--- src/hw/rtl/psc_pkg.sv ---
// Package for the prime sieve block: sizes, token and control types.
package psc_pkg;

  localparam int MAX_N      = 256;
  localparam int LIST_DEPTH = 64;

  localparam int VAL_W   = 9;
  localparam int CUT_W   = 8;
  localparam int MUL_W   = VAL_W + 1;
  localparam int LIST_AW = $clog2(LIST_DEPTH);
  localparam int CNT_W   = $clog2(LIST_DEPTH + 1);

  // floor(sqrt(n)); at least as many cells as primes up to sqrt(MAX_N)
  function automatic int isqrt(input int n);
    int r;
    r = 1;
    while ((r + 1) * (r + 1) <= n) r = r + 1;
    return r;
  endfunction

  localparam int NUM_CELLS = isqrt(MAX_N);

  // held: some cell already took this prime, so later cells pass it on
  typedef struct packed {
    logic             valid;
    logic             last;
    logic             comp;
    logic             held;
    logic [VAL_W-1:0] value;
  } token_t;

  typedef struct packed {
    logic clear;
  } list_ctrl_t;

  typedef struct packed {
    logic             done;
    logic [CNT_W-1:0] count;
  } list_stat_t;

endpackage

--- src/hw/rtl/psc_if.sv ---
// Stream interfaces for the query and result channels.
interface psc_in_if;
  logic                   valid;
  logic                   ready;
  logic [psc_pkg::VAL_W-1:0] limit_n;
  logic [psc_pkg::CUT_W-1:0] cut_count;

  modport source (output valid, output limit_n, output cut_count, input ready);
  modport sink   (input valid, input limit_n, input cut_count, output ready);
endinterface

interface psc_out_if;
  logic                   valid;
  logic                   ready;
  logic [psc_pkg::VAL_W-1:0] prime_value;
  logic                   last_of_run;
  logic                   empty_selection;

  modport source (output valid, output prime_value, output last_of_run,
                  output empty_selection, input ready);
  modport sink   (input valid, input prime_value, input last_of_run,
                  input empty_selection, output ready);
endinterface

--- src/hw/rtl/psc_cell.sv ---
// Sieve cell: holds one prime and its next multiple, marks matching tokens.
module psc_cell (
  input  logic            clk,
  input  logic            rst,
  input  logic            clear,
  input  psc_pkg::token_t tok_in,
  output psc_pkg::token_t tok_out
);
  import psc_pkg::*;

  logic             full;
  logic [VAL_W-1:0] p;
  logic [MUL_W-1:0] m;

  logic             full_next;
  logic [VAL_W-1:0] p_next;
  logic [MUL_W-1:0] m_next;
  token_t           tok_next;

  // every integer passes in order, so m always sits at the next multiple
  always_comb begin
    tok_next  = tok_in;
    full_next = full;
    p_next    = p;
    m_next    = m;
    if (tok_in.valid) begin
      if (!full) begin
        if (!tok_in.comp && !tok_in.held && (tok_in.value >= VAL_W'(2))) begin
          full_next     = 1'b1;
          p_next        = tok_in.value;
          m_next        = {tok_in.value, 1'b0};
          tok_next.held = 1'b1;
        end
      end else if ({1'b0, tok_in.value} == m) begin
        tok_next.comp = 1'b1;
        m_next        = m + MUL_W'(p);
      end
    end
  end

  always_ff @(posedge clk) begin
    if (rst) begin
      full          <= 1'b0;
      tok_out.valid <= 1'b0;
    end else begin
      full    <= clear ? 1'b0 : full_next;
      tok_out <= tok_next;
    end
    p <= p_next;
    m <= m_next;
  end

endmodule

--- src/hw/rtl/psc_list.sv ---
// Prime list store: collects unmarked tokens from the chain, serves reads.
module psc_list (
  input  logic                         clk,
  input  logic                         rst,
  input  psc_pkg::list_ctrl_t          ctrl,
  input  psc_pkg::token_t              tok,
  input  logic [psc_pkg::LIST_AW-1:0]  rd_addr,
  output logic [psc_pkg::VAL_W-1:0]    rd_data,
  output psc_pkg::list_stat_t          stat
);
  import psc_pkg::*;

  logic [VAL_W-1:0] mem [LIST_DEPTH];
  logic [CNT_W-1:0] count;
  logic             done;
  logic             wr_en;

  assign wr_en = tok.valid && !tok.comp && (count < CNT_W'(LIST_DEPTH));

  always_ff @(posedge clk) begin
    if (wr_en) mem[count[LIST_AW-1:0]] <= tok.value;
    rd_data <= mem[rd_addr];
  end

  always_ff @(posedge clk) begin
    if (rst) begin
      count <= '0;
      done  <= 1'b0;
    end else begin
      if (ctrl.clear) count <= '0;
      else if (wr_en) count <= count + CNT_W'(1);
      done <= tok.valid && tok.last;
    end
  end

  assign stat.done  = done;
  assign stat.count = count;

endmodule

--- src/hw/rtl/prime_sieve_center_cut.sv ---
// Top level: query sequencer, sieve cell chain, list store and result stage.
//
// Usage: a query item on the query channel carries limit_n and cut_count.
// The block streams 0..n (n saturated to MAX_N) through a row of sieve cells,
// one integer per cycle; unmarked integers (1 included) land in the prime
// list. It then picks the centered cut and sends the selected primes on the
// result channel in ascending order, last_of_run on the final one. An empty
// selection gives one result with empty_selection and last_of_run set.
// Steps: the feed of 0..n, the drain of the cell chain, the selection of the
// cut, then a list read and a load into the result register per result.
// One query is worked at a time: query ready is high only while idle, and
// idle returns once the last result of a query sits in the result register.
// Throughput is set by the feed through the cell chain plus the list walk.
// Reset (rst, synchronous) empties the cells, the result register and the
// sequencer. A stalled receiver holds the result register and the list walk
// waits on it; nothing is dropped.
module prime_sieve_center_cut (
  input  logic             clk,
  input  logic             rst,
  psc_in_if.sink           query,
  psc_out_if.source        result
);
  import psc_pkg::*;

  typedef enum logic [6:0] {
    S_IDLE   = 7'b0000001,
    S_SIEVE  = 7'b0000010,
    S_DRAIN  = 7'b0000100,
    S_SELECT = 7'b0001000,
    S_READ   = 7'b0010000,
    S_LOAD   = 7'b0100000,
    S_EMPTY  = 7'b1000000
  } state_t;

  state_t           state;
  logic [VAL_W-1:0] n_lim;
  logic [CUT_W-1:0] cut;
  logic [VAL_W-1:0] x;
  logic [CNT_W-1:0] sel_start;
  logic [CNT_W-1:0] sel_count;
  logic [CNT_W-1:0] k;

  logic             out_valid;
  logic [VAL_W-1:0] out_value;
  logic             out_last;
  logic             out_empty;

  logic             accept;
  logic             slot_free;
  logic             load_prime;
  logic             load_empty;
  logic [CNT_W-1:0] rd_sum;
  logic [VAL_W-1:0] rd_data;
  list_ctrl_t       ctrl;
  list_stat_t       stat;
  token_t           chain [NUM_CELLS+1];

  // centered cut, all in 10-bit arithmetic
  logic [9:0] jw, cw, tc;
  logic [CNT_W-1:0] start_calc, count_calc;

  assign accept      = query.valid && query.ready;
  assign query.ready = (state == S_IDLE);
  assign slot_free   = !out_valid || result.ready;
  assign load_prime  = (state == S_LOAD) && slot_free;
  assign load_empty  = (state == S_EMPTY) && slot_free;
  assign ctrl.clear  = accept;
  assign rd_sum      = sel_start + k;

  always_comb begin
    jw = 10'(stat.count);
    cw = 10'(cut);
    tc = cw << 1;
    if (!jw[0] && (tc < jw)) begin
      start_calc = CNT_W'((jw - tc) >> 1);
      count_calc = CNT_W'(tc);
    end else if (jw[0] && (cw != 10'd0) && ((tc - 10'd1) < jw)) begin
      start_calc = CNT_W'((jw >> 1) + 10'd1 - cw);
      count_calc = CNT_W'(tc - 10'd1);
    end else if (jw[0] && (cw == 10'd0)) begin
      start_calc = '0;
      count_calc = '0;
    end else begin
      start_calc = '0;
      count_calc = stat.count;
    end
  end

  // integer source feeding the cell chain
  assign chain[0] = '{valid: (state == S_SIEVE), last: (x == n_lim), comp: (x == '0),
                      held: 1'b0, value: x};

  for (genvar i = 0; i < NUM_CELLS; i++) begin : g_cell
    psc_cell u_cell (
      .clk     (clk),
      .rst     (rst),
      .clear   (ctrl.clear),
      .tok_in  (chain[i]),
      .tok_out (chain[i+1])
    );
  end

  psc_list u_list (
    .clk     (clk),
    .rst     (rst),
    .ctrl    (ctrl),
    .tok     (chain[NUM_CELLS]),
    .rd_addr (rd_sum[LIST_AW-1:0]),
    .rd_data (rd_data),
    .stat    (stat)
  );

  always_ff @(posedge clk) begin
    if (rst) begin
      state <= S_IDLE;
    end else begin
      case (state)
        S_IDLE: begin
          if (accept) state <= S_SIEVE;
        end
        S_SIEVE: begin
          if (x == n_lim) state <= S_DRAIN;
        end
        S_DRAIN: begin
          if (stat.done) state <= S_SELECT;
        end
        S_SELECT: begin
          state <= (count_calc == '0) ? S_EMPTY : S_READ;
        end
        S_READ: begin
          state <= S_LOAD;
        end
        S_LOAD: begin
          if (slot_free) state <= (k + CNT_W'(1) == sel_count) ? S_IDLE : S_READ;
        end
        S_EMPTY: begin
          if (slot_free) state <= S_IDLE;
        end
        default: state <= S_IDLE;
      endcase
    end
  end

  always_ff @(posedge clk) begin
    if (accept) begin
      n_lim <= (query.limit_n > VAL_W'(MAX_N)) ? VAL_W'(MAX_N) : query.limit_n;
      cut   <= query.cut_count;
      x     <= '0;
    end else if (state == S_SIEVE && x != n_lim) begin
      x <= x + VAL_W'(1);
    end
    if (state == S_SELECT) begin
      sel_start <= start_calc;
      sel_count <= count_calc;
      k         <= '0;
    end else if (load_prime) begin
      k <= k + CNT_W'(1);
    end
  end

  // result register
  always_ff @(posedge clk) begin
    if (rst) begin
      out_valid <= 1'b0;
    end else if (load_prime || load_empty) begin
      out_valid <= 1'b1;
    end else if (result.ready) begin
      out_valid <= 1'b0;
    end
    if (load_prime) begin
      out_value <= rd_data;
      out_last  <= (k + CNT_W'(1) == sel_count);
      out_empty <= 1'b0;
    end else if (load_empty) begin
      out_value <= '0;
      out_last  <= 1'b1;
      out_empty <= 1'b1;
    end
  end

  assign result.valid           = out_valid;
  assign result.prime_value     = out_value;
  assign result.last_of_run     = out_last;
  assign result.empty_selection = out_empty;

endmodule

--- src/flat_wrapper.sv ---
// flat-port wrapper written by rule: the top's interface ports become plain ports
module prime_sieve_center_cut_flat import psc_pkg::*;
  (clk, rst, query_valid, query_limit_n, query_cut_count, query_ready, result_valid, result_prime_value, result_last_of_run, result_empty_selection, result_ready);
  psc_in_if query_i ();
  psc_out_if result_i ();
  input  logic clk;
  input  logic rst;
  input wire logic [$bits(query_i.valid)-1:0] query_valid;
  input wire logic [$bits(query_i.limit_n)-1:0] query_limit_n;
  input wire logic [$bits(query_i.cut_count)-1:0] query_cut_count;
  output wire logic [$bits(query_i.ready)-1:0] query_ready;
  output wire logic [$bits(result_i.valid)-1:0] result_valid;
  output wire logic [$bits(result_i.prime_value)-1:0] result_prime_value;
  output wire logic [$bits(result_i.last_of_run)-1:0] result_last_of_run;
  output wire logic [$bits(result_i.empty_selection)-1:0] result_empty_selection;
  input wire logic [$bits(result_i.ready)-1:0] result_ready;
  assign query_i.valid = query_valid;
  assign query_i.limit_n = query_limit_n;
  assign query_i.cut_count = query_cut_count;
  assign query_ready = query_i.ready;
  assign result_valid = result_i.valid;
  assign result_prime_value = result_i.prime_value;
  assign result_last_of_run = result_i.last_of_run;
  assign result_empty_selection = result_i.empty_selection;
  assign result_i.ready = result_ready;
  prime_sieve_center_cut u_core (.clk(clk), .rst(rst), .query(query_i), .result(result_i));
endmodule
--- config.mk ---
export PLATFORM = sky130hd
export DESIGN_NAME = prime_sieve_center_cut_flat
export DESIGN_NICKNAME = d
export VERILOG_FILES = /design/src/hw/rtl/psc_pkg.sv /design/src/hw/rtl/psc_if.sv /design/src/hw/rtl/psc_cell.sv /design/src/hw/rtl/psc_list.sv /design/src/hw/rtl/prime_sieve_center_cut.sv /design/src/flat_wrapper.sv
export SDC_FILE = /design/constraint.sdc
export NUM_CORES = 2
export LEC_CHECK = 0
export BUFFER_PORTS_ARGS = -buffer_cell sky130_fd_sc_hd__buf_2
export CAP_MARGIN = 15
export CORE_MARGIN = 1
export CORE_UTILIZATION = 35
export CTS_CLUSTER_SIZE = 12
export DETAILED_ROUTE_END_ITERATION = 10
export GPL_TIMING_DRIVEN = 0
export PLACE_DENSITY_LB_ADDON = 0.05
export SYNTH_ARGS = -nofsm -noshare
export SYNTH_HDL_FRONTEND = slang
export SYNTH_SLANG_ARGS = --single-unit
--- constraint.sdc ---
create_clock -name clk -period 12.01 [get_ports clk]
set_input_delay 3.0025 -clock clk [delete_from_list [all_inputs] [get_ports clk]]
set_output_delay 3.0025 -clock clk [all_outputs]
set_load 0.005 [all_outputs]
==> flow_summary.json <==
{
  "nets": 3627,
  "core_area_um2": 146000,
  "drt_first_pass_iters": 5,
  "numCtsBuffers": 139,
  "grt_setup_unrepaired": "false",
  "antenna_found_initial": 8,
  "wl_per_cell_um": 22.9,
  "hp-class": "flip-flop to flip-flop",
  "worstSetupPathType": "flip-flop to output pin",
  "hold_violations": 0,
  "outcome": "finished clean",
  "htree_levels": 4,
  "nFillCells": 13200,
  "multi_input_area_um2": 16100,
  "cts_setup_buffers": 0,
  "start_kind": "flip-flop",
  "yosysMostFrequentCell": "edfxtp_1",
  "num_rows": 140,
  "synth_top_area_share": 0.643,
  "peakVddDrop_mv": 0.110,
  "synth_top_cells_by_count": "edfxtp_1, xnor2_1, mux4_2",
  "syn_area_per_cell_um2": 16.2,
  "relSlewSlack": 0.156,
  "p_leak_nw": 20.3,
  "fin_crit_sh": 0.439,
  "netlist_area_um2": 51900,
  "crit_arrival_ns": 2.28,
  "regArea_um2": 34800,
  "grt_pass1_wl_um": 187000,
  "setup_tns_ns": 0,
  "viasPerCell": 5.06,
  "worst_setup_path_end_kind": "output pin",
  "cpMaxStageDelayCell": "nor3_1",
  "die_w_um": 387,
  "crit_family": "simple AND/OR/NAND/NOR gates",
  "dp_cells": 5179,
  "drt_iter0_drc": 1744,
  "ant_nets": 0,
  "required_ns": 9.01,
  "tritoncts": "built",
  "p_per_area_nw_per_um2": 164,
  "synth_nets": 3418,
  "clock-skew-final_ns": 0.0465,
  "synth_compound_area_frac": 0.0486,
  "syn_to_final_growth_pct": 15.5,
  "wl_um": 125000,
  "final_util": 0.409,
  "initial_core_util": 0.354,
  "ctsResizeCount": 0,
  "overflow": 0,
  "async_reset_ff_frac": 0,
  "die_area_um2": 150000,
  "synth_cell_types": 64,
  "worst_slew_pin_slew_ns": 1.27,
  "synth_edf_count": 1111,
  "cpPeakStageDelay_ns": 0.55,
  "port_buffers": 33,
  "yosys-top-cells-area": "edfxtp_1, mux4_2, ha_1",
  "place.gp.congestion": 0.805,
  "insertion_delay_ns": 0.76,
  "synth_top_area_cell": "edfxtp_1",
  "die_y_um": 387,
  "ys_ff_latch": 1185,
  "path_max_fanout": 5,
  "cts_sinks": 1185,
  "pre_cts_ws_ns": 6.93,
  "synth-main-ff-cell": "edfxtp_1",
  "hpwl_um": 85500,
  "grt_max_degree": 123,
  "synth_top_family_by_area": "multiplexers",
  "setup_violations": 0,
  "clock-root-buffer": "clkbuf_16",
  "grtUsageTotal": 0.167,
  "drc": 0,
  "routed-via-count": 27600,
  "yosys.area_share.adder": 0.0508,
  "drive_above_1_share": 0.171,
  "io_pins": 34,
  "final_cells": 5444,
  "netlist_instances": 3199,
  "cts.path.max_buffers": 3,
  "maxCapViolations": 0,
  "synthXorXnorAreaFrac": 0.0510,
  "grt_pass1_vias": 29200,
  "clk_pin_slew_worst_paths_ns": 0.05,
  "fin_crit_ns": 5.28,
  "crit_chain": "or2_2, nor3_1, buf_2",
  "fin_ws_ns": 6.73,
  "yosysWarnings": 0,
  "ys_seq_area_frac": 0.672,
  "synth-simple-area-share": 0.0559,
  "synthMuxAreaShare": 0.104,
  "slew_viol_final": 0,
  "hold_buffers": 0,
  "critical_path_buf_inv_count": 1,
  "fmax_mhz": 189
}
[worst paths after layout]
check	cells past startpoint	startpoint	slack, ns	end
max	3	u_core.state[5]	6.73	query_ready
min	0	u_core.g_cell[11].u_cell.tok_out[11]	0.41	u_core.g_cell[12].u_cell.tok_out[11]
max reg2reg	8	u_core.k[0]	7.20	u_core.u_list.rd_data[2]
min reg2reg	0	u_core.g_cell[11].u_cell.tok_out[11]	0.41	u_core.g_cell[12].u_cell.tok_out[11]
[worst register-to-register path, stage by stage, from the launching register on]
cell	delay, ns
dfxtp_1	0.34
ha_1	0.29
clkbuf_1	0.69
buf_2	0.51
buf_1	0.86
mux4_2	0.60
mux4_2	0.53
a211oi_1	0.72
a21oi_1	0.13
[final cells by class]
| type | instances | area share |
|---|---|---|
| plain buffers | 84 | 0.00539 |
| flip-flops and latches | 1185 | 0.582 |
| diodes | 5 | 0.000209 |
| multi-input cells | 1773 | 0.270 |
| repair buffers | 68 | 0.0155 |
| clock inverters | 60 | 0.0117 |
| inverters | 157 | 0.00997 |
| clock buffers | 195 | 0.0658 |
| well taps | 1917 | 0.0401 |
[where the power goes]
part | switching [mW] | internal (mW) | total (mW)
registers | 0.0989 | 4.60 | 4.70
logic | 0.452 | 0.367 | 0.819
clock network | 1.72 | 2.56 | 4.28
total | 2.27 | 7.53 | 9.80
[flip-flops by register name (all words and copies together), names as in the netlist, 7 cells and up]
name                          cells
u_core.k                          7
u_core.state                      7
u_core.result.prime_value         9
u_core.g_cell.u_cell.p          144
u_core.u_list.count               7
u_core.u_list.rd_data             9
u_core.g_cell.u_cell.full        16
u_core.g_cell.u_cell.m          160
u_core.sel_count                  7
u_core.cut                        8
u_core.n_lim                      9
u_core.g_cell.u_cell.tok_out    207
u_core.u_list.mem               576
u_core.x                          9
[logic make-up (layout without fill, tap and decap cells)]
kind of cell    Yosys count  count (layout)
flops                  1185            1185
fa+ha+maj               198             198
xor+xnor                302             302
buf+inv                 241             564
compound gates          396             396
other cells               0               5
mux                     302             302
simple gates            575             575
[cell usage in the layout, fill, tap and decap left out, types with 12 or more instances in the layout]
cell	count
a21boi_0	16
a21o_1	63
a21oi_1	114
a22oi_1	16
a31oi_1	17
and2_1	26
buf_16	21
buf_2	39
bufinv_16	12
clkbuf_1	102
clkbuf_16	142
clkbuf_8	19
clkinv_1	18
clkinv_2	18
dfxtp_1	74
edfxtp_1	1111
fa_1	21
ha_1	177
inv_1	154
mux2_2	107
mux2i_1	15
mux4_2	180
nand2_1	110
nand2b_1	18
nand3_1	34
nand3b_1	12
nand4_1	38
nor2_1	167
nor2b_1	50
nor3_1	23
nor4_1	39
o21ai_0	80
o21bai_1	48
or2_2	17
or4_1	17
xnor2_1	236
xor2_1	64
[layer usage]
layer | GRT usage | wire, µm
met5 | 0 | 36
met2 | 0.272 | 59800
met1 | 0.225 | 56800
met4 | 0.0498 | 2650
met3 | 0.0326 | 5360
[through the flow]
stage	hold slack [ns]	total power, mW	cell area, µm²
finish	0.410	9.80	59900
floorplan	0.400	5.28	51900
CTS	0.419	9.94	59800
global placement	0.407	5.58	54400
global route	0.429	10.1	59900
detailed placement	0.406	5.62	55200
No activity file was read; power rests on OpenSTA's default activity.
